===== config.mk =====
export PLATFORM = sky130hd
export DESIGN_NAME = clm_ctrl
export DESIGN_NICKNAME = d
export VERILOG_FILES = /design/src/rtl/clm_pkg.sv /design/src/rtl/clm_ctrl.sv
export VERILOG_INCLUDE_DIRS = /design/src /design/src/rtl
export SDC_FILE = /design/constraint.sdc
export NUM_CORES = 1
export LEC_CHECK = 0
export ABC_AREA = 1
export BUFFER_PORTS_ARGS = -buffer_cell sky130_fd_sc_hd__buf_2
export CORE_UTILIZATION = 45
export CTS_BUF_LIST = sky130_fd_sc_hd__clkbuf_16
export CTS_CLUSTER_DIAMETER = 40
export DETAILED_ROUTE_END_ITERATION = 7
export HOLD_SLACK_MARGIN = 0.06
export PLACE_DENSITY = 0.69
export SYNTH_ARGS = -nofsm -noshare
export SYNTH_HDL_FRONTEND = slang
export SYNTH_SLANG_ARGS = --single-unit

===== constraint.sdc =====
create_clock -name clk_i -period 3.4 [get_ports clk_i]
set_clock_uncertainty 0.2 [all_clocks]
set_input_delay 0.34 -clock clk_i [delete_from_list [all_inputs] [get_ports clk_i]]
set_output_delay 0.34 -clock clk_i [all_outputs]
set_load 0.01 [all_outputs]

===== src/rtl/circular_list_manager_macros.svh =====
// ----------------------------------------------------------------------------
// circular_list_manager_macros
// Assertion macros used by the list manager controller.
// ----------------------------------------------------------------------------
`ifndef CIRCULAR_LIST_MANAGER_MACROS_SVH
`define CIRCULAR_LIST_MANAGER_MACROS_SVH

// same-cycle implication, disabled while in reset
`define CLM_ASSERT_IMP(name, clk, rst_n, pre, post, msg) \
  name: assert property (@(posedge clk) disable iff (!(rst_n)) (pre) |-> (post)) \
    else $error(msg);

// next-cycle implication, disabled while in reset
`define CLM_ASSERT_NXT(name, clk, rst_n, pre, post, msg) \
  name: assert property (@(posedge clk) disable iff (!(rst_n)) (pre) |=> (post)) \
    else $error(msg);

`endif


===== src/rtl/clm_pkg.sv =====
// ----------------------------------------------------------------------------
// clm_pkg
// Types and constants of the circular list manager.
// ----------------------------------------------------------------------------
`default_nettype none

package clm_pkg;

  localparam int unsigned ElementCount = 1024;
  localparam int unsigned IdxW         = 10;
  localparam int unsigned CntW         = 11;

  typedef logic [IdxW-1:0] idx_t;
  typedef logic [CntW-1:0] cnt_t;

  typedef enum logic [1:0] {
    OpAdd    = 2'd0,
    OpRemove = 2'd1,
    OpPop    = 2'd2,
    OpLength = 2'd3
  } op_e;

  typedef enum logic [2:0] {
    StClear,
    StIdle,
    StCheck,
    StAddk,
    StFix,
    StWalk
  } state_e;

  typedef struct packed {
    op_e  op;
    idx_t list_head;
    logic list_empty;
    idx_t element;
  } clm_in_t;

  typedef struct packed {
    idx_t new_head;
    logic new_empty;
    idx_t popped;
    cnt_t count;
    logic error;
  } clm_out_t;

  typedef struct packed {
    logic we;
    idx_t waddr;
    idx_t wdata;
    idx_t raddr;
  } link_req_t;

endpackage

`default_nettype wire


===== src/rtl/clm_ctrl.sv =====
// ----------------------------------------------------------------------------
// clm_ctrl
// Sequencer: clears links after reset, reads links, checks preconditions, writes back, walks rings.
// ----------------------------------------------------------------------------
`default_nettype none

`include "circular_list_manager_macros.svh"

module clm_ctrl (
  input  wire logic               clk_i,
  input  wire logic               rst_ni,
  input  wire logic               start_i,
  output logic                    busy_o,
  input  wire clm_pkg::clm_in_t   item_i,
  output logic                    done_o,
  output clm_pkg::clm_out_t       result_o,
  output clm_pkg::link_req_t      prev_req_o,
  output clm_pkg::link_req_t      next_req_o,
  input  wire clm_pkg::idx_t      prev_rdata_i,
  input  wire clm_pkg::idx_t      next_rdata_i
);

  clm_pkg::state_e   state_q, state_d;
  clm_pkg::clm_in_t  in_q;
  clm_pkg::clm_out_t res_q, res_d;
  clm_pkg::idx_t     clr_q, clr_d;
  clm_pkg::idx_t     k_q, k_d;
  clm_pkg::idx_t     x_q, x_d;
  clm_pkg::cnt_t     cnt_q, cnt_d;
  logic              done_q, done_d;

  logic              accept;
  logic              clr_last;
  logic              head_ok, el_ok;
  logic              chk_err, chk_fin, chk_unlink;
  clm_pkg::idx_t     head_v;
  clm_pkg::idx_t     rd_first;
  clm_pkg::cnt_t     walk_n;
  logic              walk_end;
  clm_pkg::clm_out_t chk_res;

  assign accept   = start_i && (state_q == clm_pkg::StIdle);
  assign busy_o   = (state_q != clm_pkg::StIdle);
  assign done_o   = done_q;
  assign result_o = res_q;
  assign clr_last = (clr_q == clm_pkg::IdxW'(clm_pkg::ElementCount - 1));

  assign rd_first = ((item_i.op == clm_pkg::OpPop) || (item_i.op == clm_pkg::OpLength)) ?
                    item_i.list_head : item_i.element;

  assign head_ok = in_q.list_empty || (32'(in_q.list_head) < clm_pkg::ElementCount);
  assign el_ok   = (32'(in_q.element) < clm_pkg::ElementCount);
  assign head_v  = in_q.list_empty ? '0 : in_q.list_head;

  assign walk_n   = cnt_q + clm_pkg::CntW'(1);
  assign walk_end = (next_rdata_i == in_q.list_head) ||
                    (walk_n == clm_pkg::CntW'(clm_pkg::ElementCount));

  // precondition check on the first read beat
  always_comb begin
    chk_err    = 1'b0;
    chk_fin    = 1'b1;
    chk_unlink = 1'b0;
    chk_res    = '0;
    case (in_q.op)
      clm_pkg::OpAdd: begin
        chk_err = !el_ok || !head_ok ||
                  (prev_rdata_i != in_q.element) || (next_rdata_i != in_q.element);
        chk_fin = chk_err || in_q.list_empty;
        chk_res.new_head = in_q.list_empty ? in_q.element : in_q.list_head;
      end
      clm_pkg::OpRemove: begin
        chk_err = !el_ok || !head_ok || in_q.list_empty ||
                  ((prev_rdata_i == in_q.element) && (in_q.list_head != in_q.element));
        chk_fin = chk_err || (prev_rdata_i == in_q.element);
        chk_unlink = !chk_fin;
        if (prev_rdata_i == in_q.element) begin
          chk_res.new_empty = 1'b1;
        end else begin
          chk_res.new_head = (in_q.list_head == in_q.element) ? next_rdata_i : in_q.list_head;
        end
      end
      clm_pkg::OpPop: begin
        chk_err = in_q.list_empty || !head_ok;
        chk_fin = chk_err || (prev_rdata_i == in_q.list_head);
        chk_unlink = !chk_fin;
        chk_res.popped = in_q.list_head;
        if (prev_rdata_i == in_q.list_head) begin
          chk_res.new_empty = 1'b1;
        end else begin
          chk_res.new_head = next_rdata_i;
        end
      end
      clm_pkg::OpLength: begin
        chk_err = !head_ok;
        chk_fin = chk_err || in_q.list_empty || (next_rdata_i == in_q.list_head) ||
                  (clm_pkg::ElementCount == 1);
        if (in_q.list_empty) begin
          chk_res.new_empty = 1'b1;
        end else begin
          chk_res.new_head = in_q.list_head;
          chk_res.count    = clm_pkg::CntW'(1);
        end
      end
      default: begin
        chk_err = 1'b1;
      end
    endcase
    if (chk_err) begin
      chk_res.new_head  = head_v;
      chk_res.new_empty = in_q.list_empty;
      chk_res.popped    = '0;
      chk_res.count     = '0;
      chk_res.error     = 1'b1;
    end
  end

  always_comb begin
    state_d = state_q;
    case (state_q)
      clm_pkg::StClear: begin
        if (clr_last) begin
          state_d = clm_pkg::StIdle;
        end
      end
      clm_pkg::StIdle: begin
        if (accept) begin
          state_d = clm_pkg::StCheck;
        end
      end
      clm_pkg::StCheck: begin
        if (chk_fin) begin
          state_d = clm_pkg::StIdle;
        end else if (in_q.op == clm_pkg::OpAdd) begin
          state_d = clm_pkg::StAddk;
        end else if (in_q.op == clm_pkg::OpLength) begin
          state_d = clm_pkg::StWalk;
        end else begin
          state_d = clm_pkg::StFix;
        end
      end
      clm_pkg::StAddk: begin
        state_d = clm_pkg::StFix;
      end
      clm_pkg::StFix: begin
        state_d = clm_pkg::StIdle;
      end
      clm_pkg::StWalk: begin
        if (walk_end) begin
          state_d = clm_pkg::StIdle;
        end
      end
      default: begin
        state_d = clm_pkg::StClear;
      end
    endcase
  end

  always_comb begin
    prev_req_o = '0;
    next_req_o = '0;
    clr_d      = clr_q;
    k_d        = k_q;
    x_d        = x_q;
    cnt_d      = cnt_q;
    res_d      = res_q;
    done_d     = 1'b0;
    case (state_q)
      clm_pkg::StClear: begin
        prev_req_o.we    = 1'b1;
        prev_req_o.waddr = clr_q;
        prev_req_o.wdata = clr_q;
        next_req_o.we    = 1'b1;
        next_req_o.waddr = clr_q;
        next_req_o.wdata = clr_q;
        clr_d            = clr_q + clm_pkg::IdxW'(1);
      end
      clm_pkg::StIdle: begin
        prev_req_o.raddr = rd_first;
        next_req_o.raddr = rd_first;
      end
      clm_pkg::StCheck: begin
        prev_req_o.raddr = in_q.list_head;
        next_req_o.raddr = next_rdata_i;
        res_d            = chk_res;
        done_d           = chk_fin;
        cnt_d            = clm_pkg::CntW'(1);
        x_d              = (in_q.op == clm_pkg::OpPop) ? in_q.list_head : in_q.element;
        if (chk_unlink) begin
          next_req_o.we    = 1'b1;
          next_req_o.waddr = prev_rdata_i;
          next_req_o.wdata = next_rdata_i;
          prev_req_o.we    = 1'b1;
          prev_req_o.waddr = next_rdata_i;
          prev_req_o.wdata = prev_rdata_i;
        end
      end
      clm_pkg::StAddk: begin
        k_d              = prev_rdata_i;
        next_req_o.we    = 1'b1;
        next_req_o.waddr = prev_rdata_i;
        next_req_o.wdata = in_q.element;
        prev_req_o.we    = 1'b1;
        prev_req_o.waddr = in_q.list_head;
        prev_req_o.wdata = in_q.element;
      end
      clm_pkg::StFix: begin
        done_d           = 1'b1;
        next_req_o.we    = 1'b1;
        prev_req_o.we    = 1'b1;
        next_req_o.waddr = x_q;
        prev_req_o.waddr = x_q;
        if (in_q.op == clm_pkg::OpAdd) begin
          next_req_o.wdata = in_q.list_head;
          prev_req_o.wdata = k_q;
        end else begin
          next_req_o.wdata = x_q;
          prev_req_o.wdata = x_q;
        end
      end
      clm_pkg::StWalk: begin
        next_req_o.raddr = next_rdata_i;
        cnt_d            = walk_n;
        if (walk_end) begin
          done_d      = 1'b1;
          res_d.count = walk_n;
        end
      end
      default: begin
        done_d = 1'b0;
      end
    endcase
  end

  always_ff @(posedge clk_i or negedge rst_ni) begin
    if (!rst_ni) begin
      state_q <= clm_pkg::StClear;
      clr_q   <= '0;
      done_q  <= 1'b0;
    end else begin
      state_q <= state_d;
      clr_q   <= clr_d;
      done_q  <= done_d;
    end
  end

  always_ff @(posedge clk_i) begin
    if (accept) begin
      in_q <= item_i;
    end
    res_q <= res_d;
    k_q   <= k_d;
    x_q   <= x_d;
    cnt_q <= cnt_d;
  end

  `CLM_ASSERT_IMP(a_done_idle, clk_i, rst_ni, done_q, state_q == clm_pkg::StIdle, "done outside idle")
  `CLM_ASSERT_NXT(a_accept_check, clk_i, rst_ni, accept, state_q == clm_pkg::StCheck, "accept lost")
  `CLM_ASSERT_IMP(a_idle_no_write, clk_i, rst_ni, state_q == clm_pkg::StIdle, !prev_req_o.we && !next_req_o.we, "write while idle")
  `CLM_ASSERT_IMP(a_count_len, clk_i, rst_ni, done_q && (res_q.count != '0), in_q.op == clm_pkg::OpLength, "count on non-length op")
  `CLM_ASSERT_IMP(a_err_clean, clk_i, rst_ni, done_q && res_q.error, (res_q.popped == '0) && (res_q.count == '0), "error beat not clean")

endmodule

`default_nettype wire


Word-level counts from Yosys, hierarchy flattened
Index checks and enable logic that the tools add are counted.
- register bits: 101
- bits of input ports: 46
- output and inout port bits: 97
- word-level logic and storage cells: 99
- $add $sub $neg: 2
- equal/unequal tests: 23
- muxes and demuxes: 39
- bitwise operators: 1
- reductions and logical operators: 19
- operator list (kind ; number):
    $pmux 21 s4 ; 2
    $mux 10 ; 10
    $pmux 11 s2 ; 2
    $mux 21 ; 2
    $eq 10x10->1 ; 4
    $pmux 10 s2 ; 2
    $pmux 10 s4 ; 1
    $mux 33 ; 1
    $ne 10x10->1 ; 3
    $pmux 3 s6 ; 1
    $mux 3 ; 5
    $add 11x1->11 const B ; 1
    $eq 11x11->1 const B ; 1
    $mux 11 ; 1
    $add 10x1->10 const B ; 1
    $eq 10x10->1 const B ; 1
    $eq 2x2->1 const B ; 4
    $logic_or 1x1->1 ; 8
    $pmux 1 s4 ; 2
    $mux 1 ; 7
    $eq 3x2->1 const B ; 2
    $eq 3x3->1 const B ; 2
    $ne 2x2->1 const B ; 3
    $pmux 1 s3 ; 2
    13 further kinds ; 16

Longest topological paths before layout
Gate-level depths: netlist of the first run.
- depth after elaboration: 8
- depth in mapped cells: 16
- gate-level depth less buffers: 15

Worst setup path before layout of the first run
Ideal clock, no wire load.
- path kind: flip-flop to output port
- start: register state_q[2]
- end: output port next_req_o[1] in the netlist's numbering
- arrival: 1.974 ns
- setup slack: 0.886 ns
- cell stages (with the launch flop): 7
- path buffers: 1
- cell sequence: dfrtp_1 -> nor2_1 -> nand2_1 -> inv_1 -> nor2_1 -> clkbuf_1 -> o21ai_0
- RTL lines (item ; RTL line ; text):
    start: declaration ; clm_ctrl.sv:23 ; clm_pkg::state_e state_q, state_d;
    start signal: assignment ; clm_ctrl.sv:237 ; state_q <= clm_pkg::StClear;
    start signal: assignment ; clm_ctrl.sv:241 ; state_q <= state_d;
    end: declaration ; clm_ctrl.sv:18 ; output clm_pkg::link_req_t next_req_o,

==> flow_metrics.tcl, run 1 <==
set metrics [dict create \
    criticalPathCategory "in -> out" \
    fin_crit_ns 3.28 \
    crit_path_end_kind "output pin" \
    crit_chain "dlygate4sd3_1 > buf_2 > inv_1 > nand2_1 > nand2_1 > nor2_1 > nand3_1 > nor2_1 > o21ai_2 > buf_4 > nand3_1 > o2111ai_1 > buf_2" \
    grt_max_degree 35 \
    ys_ff_latch 101 \
    syn_nets 944 \
    synth-edff-count 87 \
    viasPerCell 5.71 \
    grt_usage_pct 31.8 \
    worstPathArrival_ns 2.74 \
    fin_hold_ws_ns 0.0675 \
    synth.area.top_cells "edfxtp_1 39%, nand2_1 18%, nand3_1 5.7%, dfrtp_1 5.2%, o2111ai_1 5.2%" \
    syn_area_per_cell_um2 7.53 \
    gp_routability_congestion 0.960 \
    nFillCells 1368 \
    final_cell_area_mm2 0.00826 \
    cp-start-kind "input port" \
    async_flop_share_pct 13.9 \
    drv_slew 0 \
    grt_overflow_total 0 \
    die_x_um 124 \
    cts.clk_slew.worst_paths_ns 0.08 \
    fp.dieH_um 124 \
    rsz0062_at_grt "no" \
    start_util_pct 46.2 \
    setup_violations 0 \
    synth.top_cell.area_share_pct 38.9 \
    grt_pass1_wl_mm 36.1 \
    cts-root-buf "clkbuf_16" \
    grt_antenna_before_repair 1 \
    seq_area_frac_synth_pct 44.2 \
    crit_slowest_cell "dlygate4sd3_1" \
    min-delay-start "prev_rdata_i[1]" \
    hold_end "k_q[1]" \
    finalPower_w 0.00251 \
    peakVddDrop_uv 237 \
    post-route-drc-count 0 \
    syn2layout_area_growth_pct 23.1 \
    critPathRequiredTime_ns 2.86 \
    drt_wl_total_mm 23.3 \
    ios 143 \
    cts_tree "yes" \
    final_hold_viol_count 0 \
    timing.slew.headroom_pct 26.8 \
    power_leakage_nw 3.87 \
    post_drt_wl_per_cell_um 18.7 \
    slowest_delay_ns 0.53 \
    hold_depth 1 \
    path_delay_family "buffers and inverters" \
    syn_area_mm2 0.00671 \
    fmax_ghz 0.305 \
    via_count 7133 \
    ant_nets 0 \
    final.setup.tns_ns 0 \
    numPortBuffers 142 \
    post-route-util_pct 56.8 \
    drt_first_pass_iters 6 \
    layout-drive-gt1-share_pct 20.4 \
    clk-insertion-delay-late_ns 0.37 \
    worst_pin_slew_ns 1.09 \
    dieArea_mm2 0.0154 \
    path_max_fanout 11 \
    cts_max_level 3 \
    r2r_cells 15 \
    core_mm2 0.0145 \
    numCtsBuffers 9 \
    r2r_setup_slack_ns 0.37 \
    reg2reg_to "result_o[26]" \
    synth_ff_type "edfxtp_1" \
    place_area_mm2 0.00766 \
    power_density_mw_per_mm2 304 \
    grt_pass1_vias 6616 \
    maxCapViolCount 0 \
    synth_cells 891 \
    yosysWarnings 0 \
    crit_buf_inv 5 \
    hold_path_class "in -> reg" \
    fin_nets 1113 \
    cts.path.max_buffers 2 \
    synth_area_leader_cell "edfxtp_1" \
    ys_types 31 \
    r2r_start "in_q[11]" \
    clock-sinks 101 \
    rows 44 \
    status "completed" \
    hpwl_mm 16.8 \
    post-route-period-util_pct 96.4 \
    drt_iter0_markers 895 \
]
## logic make-up after synthesis
kind of cell	share of synthesized area (%)
xor gates and xnor gates	1.96
muxes	1.68
and+or+nand+nor	32.1
DFF	44.2
buffers and inverters	7.63
AOI/OAI and AO/OA	11.2
adders and majority gates	1.31
## stage by stage
| stage | worst slack [ns] | cells |
|---|---|---|
| after floorplan | 0.886 | 891 |
| after detailed placement | 0.464 | 1203 |
| after global placement | 0.487 | 1203 |
| after global routing | 0.00430 | 1249 |
| after CTS | 0.0200 | 1248 |
| final | 0.123 | 1250 |
## worst max-delay path by stage
stage / from / endpoint / slack (ns) / cells after the start
after detailed placement: in_q[11] / result_o[26] / 0.46 / 15
after global routing: prev_rdata_i[5] / next_req_o[21] / 0.004 / 13
final: prev_rdata_i[5] / next_req_o[21] / 0.12 / 13
after CTS: prev_rdata_i[2] / next_req_o[12] / 0.02 / 13
after global placement: in_q[18] / next_req_o[14] / 0.49 / 12
after floorplan: state_q[2] / next_req_o[1] / 0.89 / 6
## state kept, by name, indices dropped and copies added, names as in the netlist
signal,cells
result_o,33
state_q,3
in_q,23
done_o,1
cnt_q,11
clr_q,10
x_q,10
k_q,10
## what timing repair did
action	4_1_cts	5_1_grt
setup buffers	0	0
setup endpoints to repair	0	35
gates resized for setup	0	2
hold buffers	29	1
endpoints found under the hold margin	42	1
## cells in the mapped netlist (11+ instances only)
library cell and number:
nor2_1 77, o2111ai_1 40, xor2_1 12, nand2_1 322, inv_1 86, clkbuf_1 25, nand3_1 77, nor2_2 11
dfrtp_1 14, o21ai_0 64, edfxtp_1 87
## layout make-up
type / instances / area, µm² / share of cell area (%)
clock inverter: 7 / 67.6 / 0.818
sequential: 101 / 2960 / 35.9
tap: 184 / 230 / 2.79
antenna: 1 / 2.50 / 0.0303
multi-input combinational: 662 / 3240 / 39.2
clock buffer: 9 / 225 / 2.73
timing repair buffer: 193 / 1180 / 14.3
inverter: 93 / 349 / 4.23
## layout by cell type, fill, tap and decap left out, types with 3 or more instances in the layout
master / instances
a21oi_1: 4
buf_2: 142
buf_4: 20
clkbuf_16: 9
dfrtp_1: 14
dlygate4sd3_1: 30
edfxtp_1: 87
ha_1: 7
inv_1: 86
inv_2: 7
mux2_2: 10
nand2_1: 322
nand3_1: 77
nand3b_1: 6
nand4_1: 10
nor2_1: 75
nor2_2: 13
nor3_1: 3
o2111ai_1: 40
o211ai_1: 6
o21ai_0: 63
xnor2_1: 3
xor2_1: 12
## per-layer routing
| metal | up-vias | track usage [%] | wire length [µm] |
|---|---|---|---|
| met5 | - | 0 | 0 |
| met4 | 0 | 14.0 | 871 |
| met3 | 83 | 6.23 | 2430 |
| met2 | 451 | 47.1 | 9980 |
| met1 | 3274 | 44.8 | 10000 |
| li1 | 3325 | - | - |
## power breakdown
group          internal [W]  leakage [nW]  switching [W]
Combinational     0.0000635          2.82      0.0000744
Sequential          0.00133         0.910              0
Clock              0.000516         0.140       0.000528
No activity file was read; power rests on OpenSTA's default activity.
==> run 2, diff against run 1 <==
--- a/config.mk
+++ b/config.mk
@@ -14,6 +14,7 @@
 export DETAILED_ROUTE_END_ITERATION = 7
 export HOLD_SLACK_MARGIN = 0.06
 export PLACE_DENSITY = 0.69
+export REMOVE_ABC_BUFFERS = 1
 export SYNTH_ARGS = -nofsm -noshare
 export SYNTH_HDL_FRONTEND = slang
 export SYNTH_SLANG_ARGS = --single-unit
==> constraint.sdc (replaced) <==
create_clock -name clk_i -period 3.8 [get_ports clk_i]
set_clock_uncertainty 0.2 [all_clocks]
set_input_delay 0.38 -clock clk_i [delete_from_list [all_inputs] [get_ports clk_i]]
set_output_delay 0.38 -clock clk_i [all_outputs]
set_load 0.01 [all_outputs]
==> run 2 against run 1 <==
- cell count is 0.96% lower
- die area stayed put
- clock-buffer cell count stayed put
- utilization is 0.59 points lower
- routed wire length is 4.8% lower
- sequential power is 11% lower
- total power is 7.9% lower
- critical path depth is 6 lower
- via count is 2.6% lower
- register-to-register slack better by 0.43 ns
- hold slack better by 0.0018 ns
- cell area is 1.0% lower
- critical endpoint is now next_req_o[5]
- highest routed layer unchanged
==> flow_metrics.tcl, run 2 (same netlist as run 1, synthesis figures left out) <==
set metrics [dict create \
    hpwl_mm 15.7 \
    slowest_delay_ns 0.89 \
    drt_wl_total_mm 22.2 \
    drt_iter0_markers 753 \
    clock-sinks 101 \
    diodes 0 \
    gp_routability_congestion 0.913 \
    numPortBuffers 142 \
    status "completed" \
    hold_end "k_q[6]" \
    grt_pass1_wl_mm 33.7 \
    mostFrequentLayoutCells "322 x nand2_1, 142 x buf_2, 87 x edfxtp_1" \
    nFillCells 1419 \
    r2r_start "state_q[1]" \
    drv_slew 0 \
    die_x_um 124 \
    crit_buf_inv 3 \
    postCtsHoldBufs 23 \
    finalPower_w 0.00232 \
    power_frac_comb_pct 5.0 \
    clk-insertion-delay-late_ns 0.38 \
    mostFrequentLayoutCell "nand2_1" \
    r2r_cells 6 \
    cp-start-kind "flip-flop" \
    syn2layout_area_growth_pct 21.9 \
    post_drt_wl_per_cell_um 17.9 \
    grt_overflow_total 0 \
    fp.dieH_um 124 \
    fmax_ghz 0.301 \
    path_delay_family "simple AND/OR/NAND/NOR gates" \
    fin_crit_ns 3.32 \
    cts_max_level 3 \
    hold_path_class "in -> reg" \
    fin_hold_ws_ns 0.0693 \
    post-place-cells 1199 \
    start_util_pct 46.2 \
    r2r_setup_slack_ns 0.80 \
    cts.clk_slew.worst_paths_ns 0.08 \
    pwr-share-clk_pct 43.5 \
    post-route-drc-count 0 \
    ant_nets 0 \
    path_max_fanout 11 \
    final_hold_viol_count 0 \
    criticalPathCategory "reg -> out" \
    intPower_w 0.00177 \
    final.setup.tns_ns 0 \
    min-delay-start "prev_rdata_i[6]" \
    reg2reg_to "cnt_q[2]" \
    crit_slowest_cell "nor2_1" \
    grt_antenna_before_repair 0 \
    crit_path_end_kind "output pin" \
    post-route-period-util_pct 87.4 \
    power_density_mw_per_mm2 283 \
    numCtsBuffers 9 \
    setup_violations 0 \
    crit_chain "inv_1 > nor2_1 > nand2_1 > inv_1 > nor2_1 > o21ai_0 > buf_2" \
    cts-resized-gates 0 \
    fin_nets 1102 \
    peakVddDrop_uv 198 \
    viasPerCell 5.61 \
    rows 44 \
    worstPathArrival_ns 2.74 \
    via_count 6947 \
    grt_usage_pct 29.6 \
    post-route-util_pct 56.3 \
    post_cts_buffers 0 \
    drt_first_pass_iters 5 \
    worst_pin_slew_ns 1.16 \
    fin_cells 1238 \
    maxCapViolCount 0 \
    grt_pass1_vias 6263 \
    power_leakage_nw 3.84 \
    largest_register_ffs 33 \
    ios 143 \
    switchingPower_w 0.000543 \
    cts-root-buf "clkbuf_16" \
    dieArea_mm2 0.0154 \
    layout-drive-gt1-share_pct 20.1 \
    hold_depth 1 \
    core_mm2 0.0145 \
    rsz0062_at_grt "no" \
    cts.path.max_buffers 2 \
    critPathRequiredTime_ns 3.22 \
    seq_power_share_pct 51.5 \
    switching_share_pct 23.5 \
    timing.slew.headroom_pct 22.2 \
    cts_tree "yes" \
    grt_max_degree 35 \
    cp_num_cells 7 \
]
## run 2: changes by cell type in the layout (fill, tap and decap cells not counted), sizes merged
cell	before	now
inv	96	97
buf	163	159
clkinv	3	1
bufinv	0	1
dlygate4sd3	30	23
diode	1	0
## run 2: layout make-up
class	count	area, µm²	share of cell area [%]
tap	184	230	2.82
clock buffer	9	225	2.75
timing repair buffer	182	1080	13.2
inverter	93	349	4.27
clock inverter	7	91.3	1.12
multi-input combinational	662	3240	39.6
sequential	101	2960	36.2
## run 2: metal layers
metal	share of wire, %	track usage, %	vias to the layer above
li1	-	-	3308
met1	42	40.9	3216
met2	46	46.3	375
met3	9.3	4.08	48
met4	2.8	12.7	0
met5	0	0	-
## run 2: worst max path at each step
stage	slack [ns]	end	startpoint
floorplan	0.89	next_req_o[10]	in_q[3]
global placement	0.98	cnt_q[6]	state_q[1]
detailed placement	1.0	cnt_q[8]	state_q[1]
CTS	0.62	prev_req_o[21]	in_q[12]
global route	0.32	next_req_o[4]	state_q[1]
finish	0.48	next_req_o[5]	state_q[1]
## run 2: power by group through the flow
stage / registers [W] / clock network (W) / logic (W)
finish: 0.00119 / 0.00101 / 0.000116
floorplan: 0.00122 / 0 / 0.0000371
detailed placement: 0.00122 / 0 / 0.0000957
CTS: 0.00119 / 0.00101 / 0.000114
global route: 0.00119 / 0.00104 / 0.000126
global placement: 0.00122 / 0 / 0.0000954
## run 2: through the flow
stage / worst slack (ns) / area (µm²)
floorplan: 0.893 / 6550
global placement: 0.978 / 7630
detailed placement: 0.997 / 7630
CTS: 0.618 / 8180
global route: 0.319 / 8180
finish: 0.478 / 8180
